$ cat src/sv/drive_direction_torque_controller_core_defines.svh
// ---------------------------------------------------------------------------
// Drive direction torque controller: assertion macros
// Shared property shorthands; clk and rst_n are taken from the using scope.
// ---------------------------------------------------------------------------
`ifndef DRIVE_DIRECTION_TORQUE_CONTROLLER_CORE_DEFINES_SVH
`define DRIVE_DIRECTION_TORQUE_CONTROLLER_CORE_DEFINES_SVH

// same-cycle implication
`define DDTC_ASSERT_IMP(lbl, ante, cons) \
  lbl: assert property (@(posedge clk) disable iff (!rst_n) (ante) |-> (cons)) \
    else $error("ddtc: same-cycle check failed");

// next-cycle implication
`define DDTC_ASSERT_NXT(lbl, ante, cons) \
  lbl: assert property (@(posedge clk) disable iff (!rst_n) (ante) |=> (cons)) \
    else $error("ddtc: next-cycle check failed");

`endif

$ cat src/sv/ddtc_pkg.sv
// ---------------------------------------------------------------------------
// ddtc_pkg
// Types, constants and helpers of the drive direction torque controller.
// ---------------------------------------------------------------------------
package ddtc_pkg;

  // throttle curve
  localparam int unsigned PCT_FULL = 100;
  localparam int unsigned KNEE_PCT = 30;

  // constant dividers, done as exact reciprocal multiplies (ceil(2^s/d), s = N + log2 d)
  localparam int unsigned NUM_W    = 22;  // widest dividend
  localparam int unsigned RCP_W    = 23;
  localparam int unsigned KNEE_DEN = 75;  // t*iq*80/3000 = 2*t*iq/75
  localparam int unsigned TOP_DEN  = 350; // (t-30)*iq*20/7000
  localparam int unsigned BASE_DEN = 5;   // iq*80/100 = 4*iq/5
  localparam int unsigned KNEE_SH  = 29;
  localparam int unsigned TOP_SH   = 31;
  localparam int unsigned BASE_SH  = 25;
  localparam int unsigned PCT_SH   = 29;
  localparam logic [RCP_W-1:0] KNEE_RCP =
    RCP_W'(((64'd1 << KNEE_SH) + 64'(KNEE_DEN) - 64'd1) / 64'(KNEE_DEN));
  localparam logic [RCP_W-1:0] TOP_RCP =
    RCP_W'(((64'd1 << TOP_SH) + 64'(TOP_DEN) - 64'd1) / 64'(TOP_DEN));
  localparam logic [RCP_W-1:0] BASE_RCP =
    RCP_W'(((64'd1 << BASE_SH) + 64'(BASE_DEN) - 64'd1) / 64'(BASE_DEN));
  localparam logic [RCP_W-1:0] PCT_RCP =
    RCP_W'(((64'd1 << PCT_SH) + 64'(PCT_FULL) - 64'd1) / 64'(PCT_FULL));

  // reported state codes
  localparam logic [1:0] ST_IDLE   = 2'd0;
  localparam logic [1:0] ST_DRIVE  = 2'd1;
  localparam logic [1:0] ST_SMOOTH = 2'd2;

  // drive mode codes
  localparam logic [1:0] MODE_ECO    = 2'd0;
  localparam logic [1:0] MODE_NORMAL = 2'd1;
  localparam logic [1:0] MODE_SPORT  = 2'd2;
  localparam logic [1:0] MODE_SPARE  = 2'd3;  // unused code, behaves as sport

  typedef enum logic [2:0] {
    PH_IDLE   = 3'b001,
    PH_DRIVE  = 3'b010,
    PH_SMOOTH = 3'b100
  } phase_t;

  typedef enum logic [2:0] {
    CFG_MAX_TORQUE   = 3'd0,
    CFG_ECO_VLIM     = 3'd1,
    CFG_NORMAL_VLIM  = 3'd2,
    CFG_SPORT_VLIM   = 3'd3,
    CFG_REVERSE_VLIM = 3'd4,
    CFG_START_LEVEL  = 3'd5,
    CFG_RAMP_UP      = 3'd6,
    CFG_RAMP_DOWN    = 3'd7
  } cfg_idx_t;

  typedef struct packed {
    logic [14:0] max_torque_current;
    logic [14:0] eco_voltage_limit;
    logic [14:0] normal_voltage_limit;
    logic [14:0] sport_voltage_limit;
    logic [14:0] reverse_voltage_limit;
    logic [6:0]  throttle_start_level;
    logic [9:0]  ramp_up_step;
    logic [9:0]  ramp_down_step;
  } cfg_t;

  typedef struct packed {
    logic [7:0]         throttle_pct;
    logic               brake;
    logic               reverse_switch;
    logic [1:0]         mode_sel;
    logic signed [15:0] shaft_speed;
    logic               motor_idle;
  } in_t;

  typedef struct packed {
    logic [1:0]         ctrl_state;
    logic               direction;
    logic               torque_valid;
    logic signed [15:0] torque_cmd;
    logic               vlimit_valid;
    logic [14:0]        vlimit_value;
    logic               start_motor;
    logic               stop_motor;
  } out_t;

  // item after the arithmetic stages, ready for the state update
  typedef struct packed {
    logic [7:0]  thr;
    logic        brake;
    logic        req;
    logic [1:0]  mode;
    logic        stopped;
    logic        motor_idle;
    logic        knee;       // clamped throttle below the knee
    logic [14:0] mag_part;   // slope term of the torque curve
    logic [14:0] knee_base;  // torque at the knee
    logic [14:0] vlim_fwd;   // forward target limit
    logic [14:0] vlim_rev;   // reverse target limit
  } work_t;

  typedef struct packed {
    phase_t phase;
    logic   dir;
    logic   pend;
  } ctrl_stat_t;

  // forward limit of a mode; code three counts as sport
  function automatic logic [14:0] mode_limit(cfg_t c, logic [1:0] mode);
    logic [14:0] lim;
    if (mode == MODE_ECO) begin
      lim = c.eco_voltage_limit;
    end else if (mode == MODE_NORMAL) begin
      lim = c.normal_voltage_limit;
    end else begin
      lim = c.sport_voltage_limit;
    end
    return lim;
  endfunction

endpackage

$ cat src/sv/ddtc_ctrl.sv
// ---------------------------------------------------------------------------
// ddtc_ctrl
// Idle / drive / smooth-stop machine, voltage limit ramp, result register.
// ---------------------------------------------------------------------------
module ddtc_ctrl (
  input  logic                 clk,
  input  logic                 rst_n,
  input  ddtc_pkg::cfg_t       cfg,
  input  logic                 s2_valid,
  input  ddtc_pkg::work_t      s2_data,
  output logic                 s2_ready,
  output logic                 out_valid,
  output ddtc_pkg::out_t       out_data,
  input  logic                 out_ready,
  output ddtc_pkg::ctrl_stat_t stat
);
  import ddtc_pkg::*;

  phase_t      phase_r, phase_nxt;
  logic        dir_r, dir_nxt;
  logic        pend_r, pend_nxt;
  logic [14:0] ramp_r, ramp_nxt;
  logic        out_valid_r, out_valid_nxt;
  out_t        out_r, res;

  logic        take;
  logic        above, below, mism;
  logic [14:0] target, diff, step;
  logic [14:0] mag;

  assign s2_ready  = !out_valid_r || out_ready;
  assign take      = s2_valid && s2_ready;
  assign out_valid = out_valid_r;
  assign out_data  = out_r;
  assign stat      = '{phase: phase_r, dir: dir_r, pend: pend_r};

  always_comb begin
    above = s2_data.thr > {1'b0, cfg.throttle_start_level};
    below = s2_data.thr < {1'b0, cfg.throttle_start_level};
    mism  = dir_r != s2_data.req;

    // ramp toward the target of the current direction
    target = dir_r ? s2_data.vlim_rev : s2_data.vlim_fwd;
    if (ramp_r < target) begin
      diff = target - ramp_r;
      step = (15'(cfg.ramp_up_step) < diff) ? 15'(cfg.ramp_up_step) : diff;
    end else begin
      diff = ramp_r - target;
      step = (15'(cfg.ramp_down_step) < diff) ? 15'(cfg.ramp_down_step) : diff;
    end
    mag = s2_data.knee ? s2_data.mag_part : 15'(s2_data.knee_base + s2_data.mag_part);

    phase_nxt = phase_r;
    dir_nxt   = dir_r;
    pend_nxt  = pend_r;
    ramp_nxt  = ramp_r;
    res       = '0;

    // standstill writes the mode's forward limit first
    if (s2_data.stopped) begin
      res.vlimit_valid = 1'b1;
      res.vlimit_value = mode_limit(cfg, s2_data.mode);
    end

    unique case (phase_r)
      PH_IDLE: begin
        if (mism && s2_data.stopped) begin
          dir_nxt = s2_data.req;
        end
        if (above && !s2_data.brake) begin
          if ((mism && !s2_data.stopped)) begin
            pend_nxt  = 1'b1;
            phase_nxt = PH_SMOOTH;
          end else begin
            phase_nxt = PH_DRIVE;
          end
        end
      end
      PH_DRIVE: begin
        if (s2_data.brake || below || mism) begin
          if (mism) begin
            pend_nxt = 1'b1;
          end
          phase_nxt = PH_SMOOTH;
        end else begin
          ramp_nxt         = (ramp_r < target) ? ramp_r + step : ramp_r - step;
          res.vlimit_valid = 1'b1;
          res.vlimit_value = ramp_nxt;
          res.torque_valid = 1'b1;
          res.torque_cmd   = dir_r ? 16'sd0 - signed'({1'b0, mag}) : signed'({1'b0, mag});
          res.start_motor  = s2_data.motor_idle;
        end
      end
      PH_SMOOTH: begin
        res.torque_valid = 1'b1;
        if (above && !s2_data.brake && !pend_r) begin
          if (!s2_data.stopped) begin
            phase_nxt = PH_DRIVE;
          end
        end else if (s2_data.stopped) begin
          if (pend_r) begin
            dir_nxt  = s2_data.req;
            pend_nxt = 1'b0;
          end
          phase_nxt      = PH_IDLE;
          res.stop_motor = 1'b1;
        end
      end
      default: begin
        phase_nxt = PH_IDLE;
      end
    endcase

    unique case (phase_nxt)
      PH_DRIVE:  res.ctrl_state = ST_DRIVE;
      PH_SMOOTH: res.ctrl_state = ST_SMOOTH;
      default:   res.ctrl_state = ST_IDLE;
    endcase
    res.direction = dir_nxt;
  end

  assign out_valid_nxt = take ? 1'b1 : (out_ready ? 1'b0 : out_valid_r);

  always_ff @(posedge clk) begin
    if (!rst_n) begin
      phase_r     <= PH_IDLE;
      dir_r       <= 1'b0;
      pend_r      <= 1'b0;
      ramp_r      <= '0;
      out_valid_r <= 1'b0;
    end else begin
      out_valid_r <= out_valid_nxt;
      if (take) begin
        phase_r <= phase_nxt;
        dir_r   <= dir_nxt;
        pend_r  <= pend_nxt;
        ramp_r  <= ramp_nxt;
      end
    end
  end

  always_ff @(posedge clk) begin
    if (take) begin
      out_r <= res;
    end
  end

endmodule

$ cat config.mk
export PLATFORM = sky130hd
export DESIGN_NAME = ddtc_ctrl
export DESIGN_NICKNAME = d
export VERILOG_FILES = /design/src/sv/drive_direction_torque_controller_core_defines.svh /design/src/sv/ddtc_pkg.sv /design/src/sv/ddtc_ctrl.sv
export SDC_FILE = /design/constraint.sdc
export NUM_CORES = 1
export LEC_CHECK = 0
export BUFFER_PORTS_ARGS = -buffer_cell sky130_fd_sc_hd__buf_4
export CAP_MARGIN = 20
export CORE_MARGIN = 3
export CORE_UTILIZATION = 54
export DETAILED_ROUTE_END_ITERATION = 6
export PLACE_DENSITY = 0.83
export SLEW_MARGIN = 5
export SYNTH_ARGS = -nofsm -noshare
export SYNTH_HDL_FRONTEND = slang
export SYNTH_SLANG_ARGS = --single-unit
export TNS_END_PERCENT = 10
$ cat constraint.sdc
create_clock -name clk -period 12.82 [get_ports clk]
set_input_delay 2.564 -clock clk [delete_from_list [all_inputs] [get_ports clk]]
set_output_delay 2.564 -clock clk [all_outputs]
set_load 0.02 [all_outputs]
==> results.tsv, run 1 <==
stage	metric	value	unit
power	p_clk_frac	0.350	
route	met2WireLength	9940	um
placed_design	numPortBuffers	195	
route	postRouteAntennaNets	0	
outcome	run_status	completed	
floorplanning	die-area	15200	um2
floorplanning	ios	226	
sta	setup_tns	0	ns
global_routing	grt_antenna_before_repair	0	
synth	synth_most_common_cell	nand2_1	
floorplanning	std_cell_rows	42	
synth	yosys-top-cells-count	107 x nand2_1, 81 x ha_1, 68 x inv_1, 63 x mux2i_1, 59 x o21ai_0	
critical_path	required	13.01	ns
cts	clk_latency	0.33	ns
route	highest_layer	met4	
floorplanning	initial_utilization	0.557	
sta	final_max_slew_viol_count	0	
synth	synth_area	7430	um2
power	finalPower	0.734	mW
critical_path	critPathMaxStageDelay	0.60	ns
synth	synth_ff_type	edfxtp_1	
power	switching_share	0.315	
power	power.density	79.1	nW/um2
synth	synth_edf_count	38	
final_layout	drive_gt1_frac	0.225	
critical_path	path_delay_family	compound AO/OA/AOI/OAI gates	
power	p_int	0.503	mW
global_routing	grt_first_pass_wirelength	31500	um
sta	clock_skew	0.00375	ns
floorplanning	die_y	123	um
critical_path	crit_top_cell	a21oi_1	
power	leakage	4.24	nW
cts	cts_resized	0	
synth	syn-num-nets	1187	
cts	h-tree-depth	3	
min_path	worstHoldPathType	flop to flop	
route	drtIter0Drc	482	
cts	numClockSinks	59	
route	routed_wirelength	19900	um
critical_path	cp-start-kind	input port	
route	via_count	7303	
cts	clk_pin_slew_worst_paths	0.05	ns
route	first_pass_iters	6	
sta	finalCriticalPeriod	9.92	ns
synth	avgSynthCellArea	8.07	um2
synth	yosys-top-cells-area	edfxtp_1 15%, ha_1 14%, mux2i_1 8.5%, dfxtp_1 5.7%, nand2_1 5.4%	
floorplanning	core	13300	um2
route	drc	0	
power	power.share.sequential	0.297	
critical_path	critPathCaptureType	flop	
synth	yosys_warnings	0	
sta	period_share	0.774	
cts	cts_setup_buffers	0	
placed_design	place_hpwl	16100	um
global_routing	grt-ovfl-total	0	
sta	setup_viol	0	
global_routing	grt_max_degree	47	
power	power.share.combinational	0.353	
critical_path	worstSetupPathType	input port to flop	
sta	worst_slew_pin_slew	0.933	ns
critical_path	cp.arrival	10.11	ns
power	p_switching	0.231	mW
synth	synth-seq-cells	59	
sta	hold_viol	0	
global_routing	grt_pass1_vias	6759	
route	avgRoutedWirePerCell	15.7	um
route	wl_met1	7970	um
final_layout	syn_to_final_growth	24.9	%
critical_path	path_buf_inv	3	
floorplanning	die_w	123	um
global_routing	grt_use_total	0.258	
placed_design	place_congestion	1.00	
flow_run	drv_cap	0	
cts	cts_tree	done	
power	vdd_drop_max	77.0	uV
critical_path	path_max_fanout	13	
sta	fmax	0.101	GHz
placed_design	post-place-cells	1253	
critical_path	slowest_stage	a211oi_1	
final_layout	instances_no_fill	1269	
route	avgViaCountPerCell	5.75	
synth	ys_seq_area_frac	0.210	
synth	async_flop_share	0	
sta	max-slew-margin-rel	0.378	
final_layout	finalNetCount	1354	
cts	cts_made_buffers	9	
sta	rsz0062_at_grt	false	
cts	clock-root-buffer	clkbuf_16	
cts	cts_hold_buf	0	
synth	synth_largest_area_cell	edfxtp_1	
final_layout	diodes	0	
synth	synth_top_cell_area_share	0.154	
route	wl_met3	1300	um
cts	clockBufferDepth	2	
synth	netlist_instances	921	
synth	yosysUniqueCellTypes	82	
-- layout by cell type, fill, tap and decap left out, types with 4 or more instances in the layout --
cell type / count
buf_4: 199
nand2_1: 107
ha_1: 81
inv_1: 68
mux2i_1: 63
o21ai_0: 59
a21oi_1: 52
nor2_1: 52
xnor2_1: 39
edfxtp_1: 38
nand3_1: 28
a21o_1: 20
dfxtp_1: 20
nand2b_1: 18
xor2_1: 17
a21boi_0: 16
nor2b_1: 15
a211oi_1: 12
nor3_1: 12
and2_1: 11
o21a_1: 11
and3_1: 10
a31oi_1: 9
clkbuf_16: 9
nand4_1: 8
nand3b_1: 7
nor3b_1: 6
o31ai_1: 6
nor4_1: 5
o211ai_1: 4
o21ai_1: 4
o2111ai_1: 4
fa_1: 4
-- power groups by stage --
stage	clock network (mW)	registers (mW)	logic (mW)
final	0.257	0.218	0.259
after global routing	0.267	0.219	0.286
after CTS	0.258	0.218	0.258
after detailed placement	0	0.221	0.256
after global placement	0	0.221	0.250
after floorplan	0	0.229	0.162
-- sequential cells by signal, summed over array words and instances, names as in the netlist --
signal / flops
dir_r: 1
phase_r: 3
out_data: 38
ramp_r: 15
pend_r: 1
out_valid: 1
-- logic make-up after synthesis --
group / after synthesis / share of synthesized area
DFF: 59 / 0.210
muxes: 68 / 0.0930
adders and majority gates: 85 / 0.147
buffers and inverters: 112 / 0.0603
and+or+nand+nor: 301 / 0.205
AOI/OAI and AO/OA: 239 / 0.216
xor gates and xnor gates: 57 / 0.0690
-- metal layers --
metal,GRT usage,vias to the layer above
met3,0.0512,59
met5,0,-
met1,0.311,3344
met4,0.0969,0
li1,-,3664
met2,0.452,236
-- worst min-delay path: stages, from the launching register on --
cell and delay [ns]:
dfxtp_1 0.33, nand2_1 0.07, a21boi_0 0.07
-- layout make-up --
cell class | instances | area (um2)
Multi-Input combinational cell | 750 | 5430
Fill cell | 1134 | 4070
Sequential cell | 59 | 1560
Timing Repair Buffer | 199 | 1490
Inverter | 69 | 259
Clock buffer | 10 | 229
Tap cell | 176 | 220
Clock inverter | 6 | 90.1
-- stage by stage --
step | util | hold WS, ns | instance area, um2 | worst slack [ns]
floorplan | - | 0.478 | 7430 | 4.05
global placement | 0.672 | 0.496 | 8960 | 2.86
detailed placement | 0.672 | 0.503 | 8960 | 2.67
CTS | 0.695 | 0.517 | 9280 | 2.99
global route | 0.695 | 0.553 | 9280 | 2.34
finish | 0.695 | 0.517 | 9280 | 2.90
-- worst paths after layout --
kind / start / to / slack (ns) / cells past startpoint
hold reg to reg: ramp_r[4] / ramp_r[4] / 0.52 / 2
setup reg to reg: dir_r / ramp_r[14] / 4.15 / 32
hold / removal: ramp_r[4] / ramp_r[4] / 0.52 / 2
setup / recovery: s2_data[6] / ramp_r[14] / 2.90 / 33
Power figures use the tool's default switching activity.
==> run 2: changes to the inputs <==
Settings changed: ABC_AREA from default to 1, CORE_UTILIZATION 54 to 49, PLACE_DENSITY 0.83 to 0.79.
Clock period 12.82 ns to 8.8 ns, I/O delays scaled along.
==> results.tsv, run 2 <==
stage	metric	value	unit
critical_path	cp-start-kind	input port	
global_routing	grt-ovfl-total	0	
synth	synth_ff_type	edfxtp_1	
min_path	worstHoldPathType	flop to flop	
final_layout	final_cell_mix	347 x nand2_1, 200 x buf_4, 193 x inv_1	
synth	netlist_instances	1226	
global_routing	grt_use_total	0.265	
power	vdd_drop_max	88.4	uV
placed_design	numPortBuffers	195	
final_layout	layout_commonest_cell	nand2_1	
synth	yosys-top-cells-area	nand2_1 17%, edfxtp_1 15%, ha_1 13%, inv_1 9.3%, a21oi_1 6.4%	
power	p_int	0.708	mW
sta	rsz0062_at_grt	false	
cts	clock-root-buffer	clkbuf_16	
sta	setup_tns	0	ns
power	power.share.sequential	0.285	
cts	cts_setup_buffers	0	
final_layout	fillers	1459	
route	postRouteAntennaNets	0	
cts	numClockSinks	59	
cts	cts_made_buffers	9	
cts	clockBufferDepth	2	
floorplanning	die-area	17400	um2
sta	finalCriticalPeriod	7.80	ns
floorplanning	die_y	132	um
floorplanning	die_w	132	um
critical_path	path_max_fanout	12	
critical_path	worstSetupPathType	input port to flop	
critical_path	critPathCaptureType	flop	
synth	synth_top_cell_area_share	0.167	
cts	h-tree-depth	3	
critical_path	slowest_stage	ha_1	
final_layout	multi_input_area	5290	um2
global_routing	grt_pass1_vias	7910	
floorplanning	core	15400	um2
synth	avgSynthCellArea	6.34	um2
synth	synth_edf_count	38	
synth	ys_seq_area_frac	0.201	
sta	period_share	0.887	
power	leakage	5.10	nW
route	via_count	8403	
critical_path	path_delay_family	simple AND/OR/NAND/NOR gates	
sta	setup_viol	0	
cts	cts_hold_buf	0	
synth	synth-seq-cells	59	
floorplanning	initial_utilization	0.506	
final_layout	syn_to_final_growth	24.4	%
critical_path	path_buf_inv	5	
synth	synth_area	7780	um2
critical_path	required	8.97	ns
final_layout	diodes	0	
outcome	run_status	completed	
sta	worst_slew_pin_slew	0.995	ns
power	power.share.combinational	0.405	
synth	async_flop_share	0	
floorplanning	std_cell_rows	45	
cts	cts_tree	done	
route	avgViaCountPerCell	5.18	
final_layout	ff_latch_area	1560	um2
route	drc	0	
power	p_clk_frac	0.310	
final_layout	finalNetCount	1672	
cts	clk_pin_slew_worst_paths	0.05	ns
synth	syn-num-nets	1492	
global_routing	grt_max_degree	43	
global_routing	grt_first_pass_wirelength	38500	um
cts	clk_latency	0.33	ns
route	routed_wirelength	23600	um
sta	final_max_slew_viol_count	0	
synth	synth_largest_area_cell	nand2_1	
cts	cts_resized	0	
final_layout	drive_gt1_frac	0.202	
placed_design	place_hpwl	19500	um
global_routing	grt_antenna_before_repair	0	
route	first_pass_iters	5	
sta	fmax	0.128	GHz
synth	yosys-top-cells-count	347 x nand2_1, 193 x inv_1, 99 x a21oi_1, 83 x nand3_1, 81 x ha_1	
synth	synth_most_common_cell	nand2_1	
placed_design	place_congestion	0.971	
critical_path	critPathMaxStageDelay	0.45	ns
power	switching_share	0.363	
sta	clock_skew	0.00662	ns
power	p_switching	0.404	mW
route	drtIter0Drc	631	
critical_path	crit_top_cell	nand2_1	
route	avgRoutedWirePerCell	14.6	um
power	power.density	115	nW/um2
synth	yosys_warnings	0	
floorplanning	ios	226	
synth	yosysUniqueCellTypes	47	
sta	hold_viol	0	
sta	max-slew-margin-rel	0.334	
power	finalPower	1.11	mW
final_layout	largest_reg_flops	38	
flow_run	drv_cap	0	
critical_path	cp.arrival	7.97	ns
[run 2: power groups by stage]
| stage | Sequential [mW] | Combinational, mW | Clock, mW |
|---|---|---|---|
| floorplan | 0.338 | 0.283 | 0 |
| global placement | 0.322 | 0.437 | 0 |
| detailed placement | 0.322 | 0.444 | 0 |
| CTS | 0.317 | 0.447 | 0.349 |
| global route | 0.318 | 0.509 | 0.360 |
| finish | 0.317 | 0.450 | 0.345 |
[run 2: kinds of logic after synthesis]
kind of cell    Yosys count  share of synthesized area
flops                    59                      0.201
buf+inv                 234                      0.119
mux                       1                    0.00129
xor+xnor                 42                     0.0473
compound gates          215                      0.149
fa+ha+maj                85                      0.141
simple gates            590                      0.342
[run 2: per-stage QoR]
stage,cells,setup slack [ns],utilization,hold slack (ns),instance area [um2]
finish,1622,0.995,0.630,0.523,9680
global route,1622,0.329,0.630,0.549,9680
CTS,1621,1.11,0.629,0.528,9670
detailed placement,1605,0.816,0.610,0.511,9380
global placement,1605,0.877,0.610,0.489,9380
floorplan,1226,1.95,-,0.469,7780
[run 2: area by class of cell]
type / count / share of cell area
clock buffers: 11 / 0.0240
clock inverters: 5 / 0.00556
inverters: 202 / 0.0784
multi-input cells: 933 / 0.547
flip-flops and latches: 59 / 0.161
well taps: 211 / 0.0273
repair buffers: 201 / 0.156
[run 2: path summary, 6_finish.rpt]
kind / startpoint / to / slack (ns) / cells past startpoint
max: s2_data[3] / out_data[15] / 1.0 / 41
min: ramp_r[0] / ramp_r[0] / 0.52 / 1
max reg2reg: dir_r / out_data[15] / 1.87 / 41
min reg2reg: ramp_r[0] / ramp_r[0] / 0.52 / 1
[run 2: routing by layer]
metal,track usage,wire length [um]
met4,0.0758,595
met3,0.0523,1470
met5,0,0
met1,0.338,10100
met2,0.457,11500
